### config.mk
export PLATFORM = sky130hd
export DESIGN_NAME = deadline_job_sequencer
export DESIGN_NICKNAME = d
export VERILOG_FILES = /design/src/rtl/core/djs_pkg.sv /design/src/rtl/core/djs_ram.sv /design/src/rtl/core/djs_ctrl.sv /design/src/rtl/core/djs_dp.sv /design/src/rtl/core/deadline_job_sequencer.sv
export VERILOG_INCLUDE_DIRS = /design/src /design/src/rtl/core
export SDC_FILE = /design/constraint.sdc
export NUM_CORES = 1
export LEC_CHECK = 0
export BUFFER_PORTS_ARGS = -buffer_cell sky130_fd_sc_hd__buf_2
export CORE_ASPECT_RATIO = 0.75
export CORE_UTILIZATION = 27
export CTS_CLUSTER_SIZE = 20
export DETAILED_ROUTE_END_ITERATION = 10
export GPL_TIMING_DRIVEN = 0
export PLACE_DENSITY = 0.44
export SLEW_MARGIN = 20
export SYNTH_ARGS = -nofsm -noshare
export SYNTH_HDL_FRONTEND = slang
export SYNTH_SLANG_ARGS = --single-unit
### constraint.sdc
create_clock -name clk -period 4.3 [get_ports clk]
set_input_delay 0.43 -clock clk [delete_from_list [all_inputs] [get_ports clk]]
set_output_delay 0.43 -clock clk [all_outputs]
set_load 0.02 [all_outputs]
### src/rtl/core/deadline_job_sequencer_macros.svh
// Assertion macros shared by the deadline job sequencer RTL.
// Depends on nothing; included by the files that carry assertions.
`ifndef DEADLINE_JOB_SEQUENCER_MACROS_SVH
`define DEADLINE_JOB_SEQUENCER_MACROS_SVH

// Same-cycle implication, disabled while reset is asserted.
`define DJS_ASSERT_IMP(lbl, clk, rst_n, ante, cons, msg) \
  lbl: assert property (@(posedge clk) disable iff (!(rst_n)) (ante) |-> (cons)) \
    else $error(msg);

// Next-cycle implication, disabled while reset is asserted.
`define DJS_ASSERT_NXT(lbl, clk, rst_n, ante, cons, msg) \
  lbl: assert property (@(posedge clk) disable iff (!(rst_n)) (ante) |=> (cons)) \
    else $error(msg);

`endif

### src/rtl/core/djs_pkg.sv
// Shared types and constants of the deadline job sequencer.
// Depends on nothing; used by the controller, the datapath and the top level.
`default_nettype none

package djs_pkg;

  localparam int ID_W     = 8;
  localparam int DL_W     = 8;
  localparam int PROFIT_W = 16;
  localparam int SLOT_W   = 4;

  typedef struct packed {
    logic [ID_W-1:0]     id;
    logic [DL_W-1:0]     deadline;
    logic [PROFIT_W-1:0] profit;
  } job_t;

  localparam int JOB_W = $bits(job_t);

  typedef struct packed {
    logic load;
    logic sched_init;
    logic scan_step;
    logic pick;
    logic walk_step;
    logic out_init;
    logic out_skip;
    logic out_emit;
    logic emit_none;
    logic finish;
  } cmd_t;

  typedef struct packed {
    logic scan_done;
    logic walk_done;
    logic all_ranked;
    logic any_taken;
    logic out_done;
    logic cur_taken;
    logic is_last;
  } stat_t;

endpackage

`default_nettype wire

### src/rtl/core/djs_ram.sv
// Generic single-write, single-read RAM with a registered read port.
// Depends on nothing; instantiated by the datapath for every store.
`default_nettype none

module djs_ram #(
  parameter int WIDTH = 8,
  parameter int DEPTH = 16,
  parameter int AW    = (DEPTH > 1) ? $clog2(DEPTH) : 1
) (
  input  wire logic             clk,
  input  wire logic             we,
  input  wire logic [AW-1:0]    waddr,
  input  wire logic [WIDTH-1:0] wdata,
  input  wire logic [AW-1:0]    raddr,
  output logic      [WIDTH-1:0] rdata
);

  logic [WIDTH-1:0] mem [DEPTH];

  always_ff @(posedge clk) begin
    if (we) begin
      mem[waddr] <= wdata;
    end
    rdata <= mem[raddr];
  end

endmodule

`default_nettype wire

### src/rtl/core/djs_ctrl.sv
// Sequencing state machine of the deadline job sequencer.
// Depends on djs_pkg; drives the datapath through djs_pkg::cmd_t commands.
`default_nettype none

module djs_ctrl (
  input  wire logic          clk,
  input  wire logic          rst_n,
  input  wire logic          start,
  input  wire logic          in_last_job,
  input  wire djs_pkg::stat_t st,
  output logic               busy,
  output djs_pkg::cmd_t      cmd
);

  localparam logic [2:0] S_IDLE  = 3'd0;
  localparam logic [2:0] S_SCAN  = 3'd1;
  localparam logic [2:0] S_PICK  = 3'd2;
  localparam logic [2:0] S_WALK  = 3'd3;
  localparam logic [2:0] S_OUTRD = 3'd4;
  localparam logic [2:0] S_OUTEM = 3'd5;

  logic [2:0] state_r;
  logic [2:0] state_nxt;

  always_comb begin
    state_nxt = state_r;
    cmd       = '0;
    case (state_r)
      S_IDLE: begin
        if (start) begin
          cmd.load = 1'b1;
          if (in_last_job) begin
            cmd.sched_init = 1'b1;
            state_nxt      = S_SCAN;
          end
        end
      end
      S_SCAN: begin
        cmd.scan_step = 1'b1;
        if (st.scan_done) begin
          state_nxt = S_PICK;
        end
      end
      S_PICK: begin
        cmd.pick  = 1'b1;
        state_nxt = S_WALK;
      end
      S_WALK: begin
        cmd.walk_step = 1'b1;
        if (st.walk_done) begin
          if (st.all_ranked) begin
            cmd.out_init = 1'b1;
            state_nxt    = S_OUTRD;
          end else begin
            state_nxt = S_SCAN;
          end
        end
      end
      S_OUTRD: begin
        if (!st.any_taken) begin
          cmd.emit_none = 1'b1;
          cmd.finish    = 1'b1;
          state_nxt     = S_IDLE;
        end else if (st.out_done) begin
          cmd.finish = 1'b1;
          state_nxt  = S_IDLE;
        end else if (st.cur_taken) begin
          state_nxt = S_OUTEM;
        end else begin
          cmd.out_skip = 1'b1;
        end
      end
      S_OUTEM: begin
        cmd.out_emit = 1'b1;
        if (st.is_last) begin
          cmd.finish = 1'b1;
          state_nxt  = S_IDLE;
        end else begin
          state_nxt = S_OUTRD;
        end
      end
      default: begin
        state_nxt = S_IDLE;
      end
    endcase
  end

  always_ff @(posedge clk) begin
    if (!rst_n) begin
      state_r <= S_IDLE;
    end else begin
      state_r <= state_nxt;
    end
  end

  assign busy = (state_r != S_IDLE);

endmodule

`default_nettype wire

### src/rtl/core/djs_dp.sv
// Datapath of the deadline job sequencer: job store, ranking scan, slot walk
// and result registers. Depends on djs_pkg, djs_ram and the assertion macros.
`default_nettype none
`include "deadline_job_sequencer_macros.svh"

module djs_dp #(
  parameter int MAX_JOBS = 16
) (
  input  wire logic                          clk,
  input  wire logic                          rst_n,
  input  wire logic [djs_pkg::ID_W-1:0]      in_job_id,
  input  wire logic [djs_pkg::DL_W-1:0]      in_deadline,
  input  wire logic [djs_pkg::PROFIT_W-1:0]  in_profit,
  input  wire djs_pkg::cmd_t                 cmd,
  output djs_pkg::stat_t                     st,
  output logic                               out_valid,
  output logic [djs_pkg::ID_W-1:0]           out_sched_id,
  output logic [djs_pkg::SLOT_W-1:0]         out_slot_index,
  output logic                               out_none_scheduled,
  output logic                               out_last_result
);

  localparam int CW = $clog2(MAX_JOBS + 1);
  localparam int IW = (MAX_JOBS > 1) ? $clog2(MAX_JOBS) : 1;

  logic [CW-1:0]                   load_cnt_r;
  logic [CW-1:0]                   scan_r;
  logic [CW-1:0]                   slot_r;
  logic [CW-1:0]                   rank_r;
  logic [MAX_JOBS-1:0]             used_r;
  logic [MAX_JOBS-1:0]             taken_r;
  logic                            pend_v_r;
  logic [IW-1:0]                   pend_idx_r;
  logic                            best_v_r;
  logic [IW-1:0]                   best_idx_r;
  logic [djs_pkg::PROFIT_W-1:0]    best_profit_r;
  logic [djs_pkg::ID_W-1:0]        best_id_r;
  logic [djs_pkg::DL_W-1:0]        best_dl_r;
  logic                            any_r;
  logic [IW-1:0]                   max_slot_r;
  logic                            out_valid_r;
  logic [djs_pkg::ID_W-1:0]        out_id_r;
  logic [djs_pkg::SLOT_W-1:0]      out_idx_r;
  logic                            out_none_r;
  logic                            out_last_r;

  djs_pkg::job_t                   job_wdata;
  djs_pkg::job_t                   job_rdata;
  logic                            job_we;
  logic [djs_pkg::ID_W-1:0]        slot_rdata;
  logic                            slot_wr_en;
  logic                            scan_issue;
  logic                            better;
  logic [CW-1:0]                   slot_m1;
  logic [IW-1:0]                   walk_idx;
  logic [IW-1:0]                   scan_idx;
  logic [CW-1:0]                   lim;

  assign scan_idx   = scan_r[IW-1:0];
  assign job_we     = cmd.load && (load_cnt_r < CW'(MAX_JOBS));
  assign job_wdata  = '{id: in_job_id, deadline: in_deadline, profit: in_profit};
  assign scan_issue = cmd.scan_step && (scan_r != load_cnt_r);
  assign better     = pend_v_r && !used_r[pend_idx_r] &&
                      (!best_v_r || (job_rdata.profit > best_profit_r));
  assign slot_m1    = slot_r - CW'(1);
  assign walk_idx   = slot_m1[IW-1:0];
  assign slot_wr_en = cmd.walk_step && (slot_r != '0) && !taken_r[walk_idx];
  assign lim        = (best_dl_r > djs_pkg::DL_W'(load_cnt_r)) ? load_cnt_r
                                                                : CW'(best_dl_r);

  djs_ram #(
    .WIDTH (djs_pkg::JOB_W),
    .DEPTH (MAX_JOBS),
    .AW    (IW)
  ) u_job_ram (
    .clk   (clk),
    .we    (job_we),
    .waddr (load_cnt_r[IW-1:0]),
    .wdata (job_wdata),
    .raddr (scan_idx),
    .rdata (job_rdata)
  );

  djs_ram #(
    .WIDTH (djs_pkg::ID_W),
    .DEPTH (MAX_JOBS),
    .AW    (IW)
  ) u_slot_ram (
    .clk   (clk),
    .we    (slot_wr_en),
    .waddr (walk_idx),
    .wdata (best_id_r),
    .raddr (scan_idx),
    .rdata (slot_rdata)
  );

  always_ff @(posedge clk) begin
    if (!rst_n) begin
      load_cnt_r  <= '0;
      taken_r     <= '0;
      used_r      <= '0;
      any_r       <= 1'b0;
      pend_v_r    <= 1'b0;
      best_v_r    <= 1'b0;
      out_valid_r <= 1'b0;
    end else begin
      out_valid_r <= cmd.out_emit || cmd.emit_none;
      if (job_we) begin
        load_cnt_r <= load_cnt_r + CW'(1);
      end
      if (cmd.sched_init) begin
        used_r   <= '0;
        pend_v_r <= 1'b0;
        best_v_r <= 1'b0;
      end else begin
        pend_v_r <= scan_issue;
        if (better) begin
          best_v_r <= 1'b1;
        end
        if (cmd.pick) begin
          used_r[best_idx_r] <= 1'b1;
          best_v_r           <= 1'b0;
        end
      end
      if (slot_wr_en) begin
        taken_r[walk_idx] <= 1'b1;
        any_r             <= 1'b1;
      end
      if (cmd.finish) begin
        load_cnt_r <= '0;
        taken_r    <= '0;
        any_r      <= 1'b0;
      end
    end
  end

  always_ff @(posedge clk) begin
    if (cmd.sched_init) begin
      scan_r <= '0;
      rank_r <= '0;
    end else if (cmd.pick) begin
      scan_r <= '0;
      rank_r <= rank_r + CW'(1);
    end else if (cmd.out_init) begin
      scan_r <= '0;
    end else if (scan_issue || cmd.out_skip || cmd.out_emit) begin
      scan_r <= scan_r + CW'(1);
    end
    pend_idx_r <= scan_idx;
    if (better) begin
      best_idx_r    <= pend_idx_r;
      best_profit_r <= job_rdata.profit;
      best_id_r     <= job_rdata.id;
      best_dl_r     <= job_rdata.deadline;
    end
    if (cmd.pick) begin
      slot_r <= lim;
    end else if (cmd.walk_step && !slot_wr_en && (slot_r != '0)) begin
      slot_r <= slot_m1;
    end
    if (slot_wr_en && (!any_r || (walk_idx > max_slot_r))) begin
      max_slot_r <= walk_idx;
    end
    if (cmd.emit_none) begin
      out_id_r   <= '0;
      out_idx_r  <= '0;
      out_none_r <= 1'b1;
      out_last_r <= 1'b1;
    end else if (cmd.out_emit) begin
      out_id_r   <= slot_rdata;
      out_idx_r  <= djs_pkg::SLOT_W'(scan_r);
      out_none_r <= 1'b0;
      out_last_r <= (scan_idx == max_slot_r);
    end
  end

  always_comb begin
    st            = '0;
    st.scan_done  = (scan_r == load_cnt_r) && !pend_v_r;
    st.walk_done  = (slot_r == '0) || !taken_r[walk_idx];
    st.all_ranked = (rank_r == load_cnt_r);
    st.any_taken  = any_r;
    st.out_done   = (scan_r == load_cnt_r);
    st.cur_taken  = taken_r[scan_idx];
    st.is_last    = (scan_idx == max_slot_r);
  end

  assign out_valid          = out_valid_r;
  assign out_sched_id       = out_id_r;
  assign out_slot_index     = out_idx_r;
  assign out_none_scheduled = out_none_r;
  assign out_last_result    = out_last_r;

  `DJS_ASSERT_IMP(a_cnt_bound, clk, rst_n, 1'b1, load_cnt_r <= CW'(MAX_JOBS), "job count overflow")
  `DJS_ASSERT_IMP(a_pick_found, clk, rst_n, cmd.pick, best_v_r, "pick without a ranked job")
  `DJS_ASSERT_IMP(a_emit_taken, clk, rst_n, cmd.out_emit, taken_r[scan_idx], "emit of free slot")
  `DJS_ASSERT_NXT(a_take_marks, clk, rst_n, slot_wr_en, any_r, "slot taken but not recorded")

endmodule

`default_nettype wire

### src/rtl/core/deadline_job_sequencer.sv
// Top level of the deadline job sequencer: controller plus datapath.
// Depends on djs_pkg, djs_ctrl, djs_dp and the assertion macros.
//
// Usage: jobs are loaded one per transfer on the in_ channel (start high
// while busy is low). Each job carries an id, a deadline and a profit;
// in_last_job marks the final job of a set. Loading raises no result.
// Jobs beyond MAX_JOBS are dropped. After the last job, busy stays high
// while the jobs are ranked by profit (highest first, load order on ties)
// and each takes the latest free slot below min(deadline, job count).
// Each rank takes a scan over the job RAM, a pick and a slot walk down
// past the taken slots. The output pass reads the slots in order up to
// the highest scheduled one, emitting each scheduled job and skipping
// each free slot, or gives a single result for an empty schedule.
// Results appear on the out_ channel in slot order, each for one cycle with
// out_valid high; the receiver cannot stall them. An empty schedule gives a
// single result with out_none_scheduled set. The final result carries
// out_last_result. Synchronous reset empties the job set and slot map.
`default_nettype none
`include "deadline_job_sequencer_macros.svh"

module deadline_job_sequencer #(
  parameter int MAX_JOBS = 16
) (
  input  wire logic                          clk,
  input  wire logic                          rst_n,
  input  wire logic                          start,
  output logic                               busy,
  input  wire logic [djs_pkg::ID_W-1:0]      in_job_id,
  input  wire logic [djs_pkg::DL_W-1:0]      in_deadline,
  input  wire logic [djs_pkg::PROFIT_W-1:0]  in_profit,
  input  wire logic                          in_last_job,
  output logic                               out_valid,
  output logic [djs_pkg::ID_W-1:0]           out_sched_id,
  output logic [djs_pkg::SLOT_W-1:0]         out_slot_index,
  output logic                               out_none_scheduled,
  output logic                               out_last_result
);

  djs_pkg::cmd_t  cmd;
  djs_pkg::stat_t st;
  logic           none_valid;

  djs_ctrl u_ctrl (
    .clk         (clk),
    .rst_n       (rst_n),
    .start       (start),
    .in_last_job (in_last_job),
    .st          (st),
    .busy        (busy),
    .cmd         (cmd)
  );

  djs_dp #(
    .MAX_JOBS (MAX_JOBS)
  ) u_dp (
    .clk                (clk),
    .rst_n              (rst_n),
    .in_job_id          (in_job_id),
    .in_deadline        (in_deadline),
    .in_profit          (in_profit),
    .cmd                (cmd),
    .st                 (st),
    .out_valid          (out_valid),
    .out_sched_id       (out_sched_id),
    .out_slot_index     (out_slot_index),
    .out_none_scheduled (out_none_scheduled),
    .out_last_result    (out_last_result)
  );

  assign none_valid = out_valid && out_none_scheduled;

  `DJS_ASSERT_IMP(a_none_is_last, clk, rst_n, none_valid, out_last_result, "empty result not last")

endmodule

`default_nettype wire
==> results of run 1 <==
-- cell usage after synthesis (4+ instances only) --
cell | number | area share [%]
and2_1 | 14 | 0.29
a21o_1 | 5 | 0.12
a22oi_1 | 5 | 0.12
o21ai_0 | 13 | 0.21
clkbuf_1 | 44 | 0.55
and3_1 | 4 | 0.083
edfxtp_1 | 685 | 68
ha_1 | 36 | 1.5
a21oi_1 | 49 | 0.81
nor3_1 | 16 | 0.26
nand4_1 | 6 | 0.12
xnor2_1 | 10 | 0.29
xor2_1 | 16 | 0.46
nand3_1 | 6 | 0.099
mux4_2 | 213 | 16
nand2_1 | 53 | 0.66
nand2b_1 | 4 | 0.083
nor2b_1 | 7 | 0.14
dfxtp_1 | 112 | 7.4
a31oi_1 | 11 | 0.23
buf_1 | 19 | 0.24
mux2i_1 | 6 | 0.20
o21a_1 | 4 | 0.099
inv_1 | 34 | 0.42
o21ba_2 | 5 | 0.17
nor2_1 | 74 | 0.92
-- cell type report --
cell class | instances | area [um2]
clock inverters | 39 | 367.9
flip-flops and latches | 797 | 22810
plain buffers | 64 | 267.8
repair buffers | 102 | 1112
clock buffers | 108 | 2216
well taps | 1458 | 1824
fillers | 10543 | 75430
inverters | 34 | 127.6
diodes | 1 | 2.502
multi-input cells | 587 | 7248
-- flip-flops by register name, summed over array words and instances (netlist names), 3 cells and up --
name                   flops
u_dp.taken_r              16
u_dp.scan_r                5
u_dp.max_slot_r            4
u_ctrl.state_r             3
u_dp.out_sched_id          8
u_dp.out_slot_index        4
u_dp.best_idx_r            4
u_dp.used_r               16
u_dp.u_slot_ram.mem      128
u_dp.slot_r                5
u_dp.pend_idx_r            4
u_dp.best_id_r             8
u_dp.load_cnt_r            5
u_dp.u_slot_ram.rdata      8
u_dp.best_dl_r             8
u_dp.u_job_ram.rdata      32
u_dp.u_job_ram.mem       512
u_dp.rank_r                5
u_dp.best_profit_r        16
-- layout by cell type, fill, tap and decap left out, types with 16 or more instances in the layout --
master     count
buf_4         17
a21oi_1       49
ha_1          36
clkbuf_1      56
xor2_1        16
edfxtp_1     685
buf_16        17
nand2_1       53
nor2_1        60
clkbuf_16     84
inv_1         34
dfxtp_1      112
mux4_2       213
buf_2         60
-- logic make-up after synthesis --
kind of cell | Yosys count | share of synthesized area (%)
AND/OR/NAND/NOR | 197 | 2.965
AO/OA/AOI/OAI | 109 | 2.271
multiplexers | 219 | 16.03
adder cells (fa/ha/maj) | 36 | 1.486
buffers and inverters | 98 | 1.218
flip-flops | 797 | 75.28
XOR/XNOR | 26 | 0.7514
-- per-layer routing --
metal	GRT usage, %	vias up	routed length [um]
met1	19.91	7904	36410
met5	0	-	36
met3	2.855	109	4172
met2	20.99	369	35250
li1	-	6412	-
met4	3.336	6	1653
-- worst register-to-register path, delay by kind of cell (launching register included) --
family	cells	cell delay [ns]
multiplexers	2	1.08
flip-flops	1	0.35
buffers and inverters	4	2.54
-- where the power goes --
part | leakage, uW | switching [uW] | internal (uW)
Combinational | 0.00301 | 2080 | 1630
Clock | 0.00127 | 2920 | 4000
Sequential | 0.00710 | 333 | 9020
-- per-stage QoR --
stage               instances  setup TNS (ns)  hold WS (ns)
floorplan                1482               0        0.3290
global placement         2991         -920.57        0.3420
detailed placement       3042               0        0.3506
CTS                      3189               0        0.1163
global route             3189               0        0.1457
finish                   3190               0        0.1543
-- what timing repair did --
| action | 4_1_cts | 5_1_grt |
|---|---|---|
| hold buffers | 0 | 0 |
| setup endpoints to repair | 0 | 1 |
| gates resized for setup | 0 | 2 |
-- path summary, 6_finish.rpt --
| check | from | end | slack (ns) |
|---|---|---|---|
| setup / recovery | u_dp.scan_r[1]$_SDFFE_PP0P_ | u_dp.u_job_ram.rdata[27]$_DFF_P_ | 0.16 |
| hold / removal | rst_n | u_dp.out_valid$_SDFF_PN0_ | 0.15 |
| setup reg to reg | u_dp.scan_r[1]$_SDFFE_PP0P_ | u_dp.u_job_ram.rdata[27]$_DFF_P_ | 0.16 |
| hold reg to reg | u_dp.scan_r[3]$_SDFFE_PP0P_ | u_dp.pend_idx_r[3]$_DFF_P_ | 0.36 |
==> results.toml, run 1 <==
[worst_setup_path]
cp_slowest_cell = "buf_1"
start_kind = "register"
cp_cell_sequence = "clkbuf_1 > clkbuf_1 > clkbuf_1 > buf_1 > mux4_2 > mux4_2"
crit_fanout = 10
r2r_cells = 6
cp_data_required_time_ns = 4.76
critPathTopFamily = "buffers and inverters"
cp.depth = 6
end_kind = "register"
critPathBufInv = 4
path_common_cell = "clkbuf_1"
slowest_delay_ns = 0.79
cp.arrival_ns = 4.59
crit_type = "reg -> reg"

[logic_synthesis]
ys_seq_area_share_pct = 75.28
synth_area_mm2 = 0.03030
yosys_warnings = 0
synthCells = 1482
synth_edf_count = 685
synth-seq-cells = 797
syn_avg_cell_area_um2 = 20.45
synth_flop_cell = "edfxtp_1"
yosysUniqueCellTypes = 50
synth_nets = 1554
async_flop_share_pct = 0

[floorplan]
chipHeight_um = 292.1
start_util_pct = 27.20
die_area_mm2 = 0.1136
core_area_mm2 = 0.1114
die_w_um = 388.8
pin_count = 52
num_rows = 106

[layout]
drive_above_1_share_pct = 27.90
fin_util_pct = 32.29
fin_nets = 1740
fin_area_mm2 = 0.03598
area_growth_pct = 18.73

[power_and_ir_drop]
power.density_mw_per_mm2 = 555.5
p_total_uw = 19990
cellLeakagePower_uw = 0.01137
irDropWorstVdd_uv = 317.9

[clock_tree]
cts_tree = "built"
cts_max_level = 3
clk_root_buffer_cell = "clkbuf_16"
clock-sinks = 797
cts_buffer_depth = 3
clkSlewWorstSetupHoldPaths_ns = 0.06
post-cts-setup-buffers = 0
numCtsBuffers = 82
clk_latency_ns = 0.63

[sta]
worst_pin_slew_ns = 1.112
setup_ws_ns = 0.1625
fin_crit_sh_pct = 96.22
hold_viol = 0
relSlewSlack_pct = 25.85
max_freq_mhz = 241.7
slew_violations = 0
rsz0062_at_grt = "no"
setup-violations-final = 0
fin_skew_ns = 0.01537
period_needed_ns = 4.138

[drt]
routed_via_density = 4.639
vias = 14800
routed_wire_length_per_instance_um = 24.30
first_pass_iters = 5
drcViolationCount = 0
initialDrtViolationCount = 1294
ant_nets = 0
routed_wl_um = 77520

[global_routing]
grt_pass1_wl_um = 111200
grt_pass1_vias = 15512
antenna_found_initial = 10
track_usage_pct = 13.74
grt_max_degree = 24
grt-ovfl-total = 0

[status]
status = "complete, no violations"

[placement]
dp_hpwl_um = 52110
routabilityCongestion = 0.7576
post_dp_cell_area_mm2 = 0.03338
dp_slack_ns = 0.08603
portBuffers = 51

[worst_hold_path]
min_path_cells = 3
hold_class = "in -> reg"

[run]
cap_violations = 0
(Power assumes the default switching activity.)
==> inputs of run 2 (changes only) <==
--- a/config.mk
+++ b/config.mk
@@ -8,6 +8,7 @@
 export LEC_CHECK = 0
 export BUFFER_PORTS_ARGS = -buffer_cell sky130_fd_sc_hd__buf_2
 export CORE_ASPECT_RATIO = 0.75
+export CORE_MARGIN = 1.5
 export CORE_UTILIZATION = 27
 export CTS_CLUSTER_SIZE = 20
 export DETAILED_ROUTE_END_ITERATION = 10
==> run 2 against run 1 <==
Compared with the run above:
- sequential share of layout area increased by 0.11 points
- via count grew 0.76%
- count of clock-buffer cells in the layout is 13 higher
- global-route usage is essentially flat
- clock power about the same
- register-to-register slack improved by 0.03 ns
- non-clock buffer count is 2 lower
- critical path depth increased by 2
- cell area decreased by 0.18%
- first-iteration DRC count is 0.46% lower
- critical path type unchanged
- largest cell class unchanged
==> results.toml, run 2 (synthesized netlist as in run 1, its figures left out) <==
[worst_setup_path]
slowest_delay_ns = 0.58
cp_cell_sequence = "clkbuf_1 > inv_1 > ha_1 > mux4_2 > a211oi_1 > o21ai_1 > nor3_2 > buf_4"
cp_slowest_cell = "mux4_2"
cp_data_required_time_ns = 4.63
critPathTopFamily = "buffers and inverters"
crit_start = "u_dp.slot_r[0]$_DFFE_PP_"
end_kind = "register"
crit_fanout = 8
cp.depth = 8
r2r_setup_slack_ns = 0.19
cp.arrival_ns = 4.44
rr_startpoint = "u_dp.slot_r[0]$_DFFE_PP_"
start_kind = "register"
critPathBufInv = 3
crit_type = "reg -> reg"
r2r_cells = 8

[clock_tree]
cts_hold_buf = 0
cts_max_level = 3
numCtsBuffers = 84
clk_root_buffer_cell = "clkbuf_16"
clock-sinks = 797
cts_buffer_depth = 3
cts_tree = "built"
clkSlewWorstSetupHoldPaths_ns = 0.07
clk_latency_ns = 0.64

[placement]
dp_hpwl_um = 51670
portBuffers = 51
post_dp_cell_area_mm2 = 0.03331
placedCellCount = 3040
routabilityCongestion = 0.7598

[sta]
slew_violations = 0
fin_skew_ns = 0.01765
period_needed_ns = 4.111
relSlewSlack_pct = 25.89
setup-violations-final = 0
worst_pin_slew_ns = 1.112
finalSetupTns_ns = 0
rsz0062_at_grt = "no"
whs_ns = 0.1634
hold_viol = 0
fin_crit_sh_pct = 95.61
max_freq_mhz = 243.2

[floorplan]
pin_count = 52
core_area_mm2 = 0.1114
chipHeight_um = 293.1
start_util_pct = 27.20
num_rows = 106
die_w_um = 389.8
die_area_mm2 = 0.1143

[power_and_ir_drop]
cellLeakagePower_uw = 0.01135
power.density_mw_per_mm2 = 556.0
irDropWorstVdd_uv = 308.7

[drt]
ant_nets = 0
vias = 14913
routed_via_density = 4.671
drcViolationCount = 0
initialDrtViolationCount = 1288
first_pass_iters = 5
routed_wl_um = 78140
routed_wire_length_per_instance_um = 24.47

[layout]
fin_nets = 1740
largest_reg_flops = 512
drive_above_1_share_pct = 27.34
filler_cell_count = 10635
stdcell_count = 3193
reg.largest.list = "u_dp.u_job_ram.mem (512), u_dp.u_slot_ram.mem (128), u_dp.u_job_ram.rdata (32)"
fin_area_mm2 = 0.03591
final_common_cell = "edfxtp_1"
final_cell_mix = "edfxtp_1, mux4_2, dfxtp_1, clkbuf_16, clkbuf_1"
largest_register = "u_dp.u_job_ram.mem"
area_growth_pct = 18.52

[status]
status = "complete, no violations"

[run]
cap_violations = 0

[global_routing]
antenna_found_initial = 12
track_usage_pct = 13.76
grt_pass1_vias = 15625
grt_max_degree = 37
grt_pass1_wl_um = 112300
grt-ovfl-total = 0

[worst_hold_path]
min_from = "in_profit[11]"
min_path_cells = 1
hold_class = "in -> reg"
[run 2: cell count changes in the layout (fill, tap and decap cells not counted), moves of 2 or more]
cell	change
clkbuf_1	+10
clkinv_1	+5
clkinv_2	-5
buf_16	-4
buf_6	-4
buf_4	+3
clkbuf_8	+3
inv_6	-3
buf_1	-2
buf_12	+2
bufinv_16	-2
clkbuf_16	+2
clkinvlp_4	-2
[run 2: stage by stage]
stage	total power [uW]	setup slack [ns]	utilization, %
after floorplan	11760	0.3986	-
after global placement	13150	-3.124	29.07
after detailed placement	13270	0.06781	29.90
after CTS	20240	0.05623	32.22
after global routing	20760	0.01721	32.24
final	19970	0.1889	32.24
[run 2: worst paths after layout]
kind	end
max reg2reg	u_dp.u_slot_ram.mem[7][4]$_DFFE_PP_
min	u_dp.u_job_ram.mem[0][11]$_DFFE_PP_
min reg2reg	u_dp.pend_idx_r[3]$_DFF_P_
max	u_dp.u_slot_ram.mem[7][4]$_DFFE_PP_
[run 2: timing repair]
| item | in CTS | in global routing |
|---|---|---|
| resized for setup | 0 | 2 |
| setup endpoints to repair | 0 | 14 |
| setup buffers | 0 | 0 |
[run 2: metal layers]
metal | vias up | global-route usage (%) | share of wire, % | wire (um)
met1 | 8002 | 19.19 | 46 | 35810
met2 | 363 | 21.74 | 46 | 36310
li1 | 6431 | - | - | -
met4 | 6 | 3.303 | 2.1 | 1617
met3 | 111 | 3.204 | 5.6 | 4360
met5 | - | 0 | 0.052 | 41
[run 2: report_power, final]
part / internal, uW / total, uW / leakage, uW / switching [uW]
clock network: 4000 / 6920 / 0.00126 / 2930
logic: 1620 / 3670 / 0.00299 / 2050
registers: 9020 / 9370 / 0.00710 / 347
total: 14600 / 20000 / 0.0113 / 5320
[run 2: layout make-up]
type / count / area (um2) / area share (%)
inverters: 34 / 127.6 / 0.3554
repair buffers: 100 / 1035 / 2.881
plain buffers: 64 / 269.0 / 0.7490
clock buffers: 121 / 2333 / 6.497
flip-flops and latches: 797 / 22810 / 63.52
well taps: 1458 / 1824 / 5.079
multi-input cells: 587 / 7259 / 20.21
diodes: 1 / 2.502 / 0.006968
clock inverters: 31 / 251.5 / 0.7003
[run 2: worst reg2reg max path, stage by stage, from the launching register on]
cell	delay (ns)
edfxtp_1	0.43
clkbuf_1	0.51
inv_1	0.21
ha_1	0.57
mux4_2	0.58
a211oi_1	0.32
o21ai_1	0.30
nor3_2	0.58
buf_4	0.30
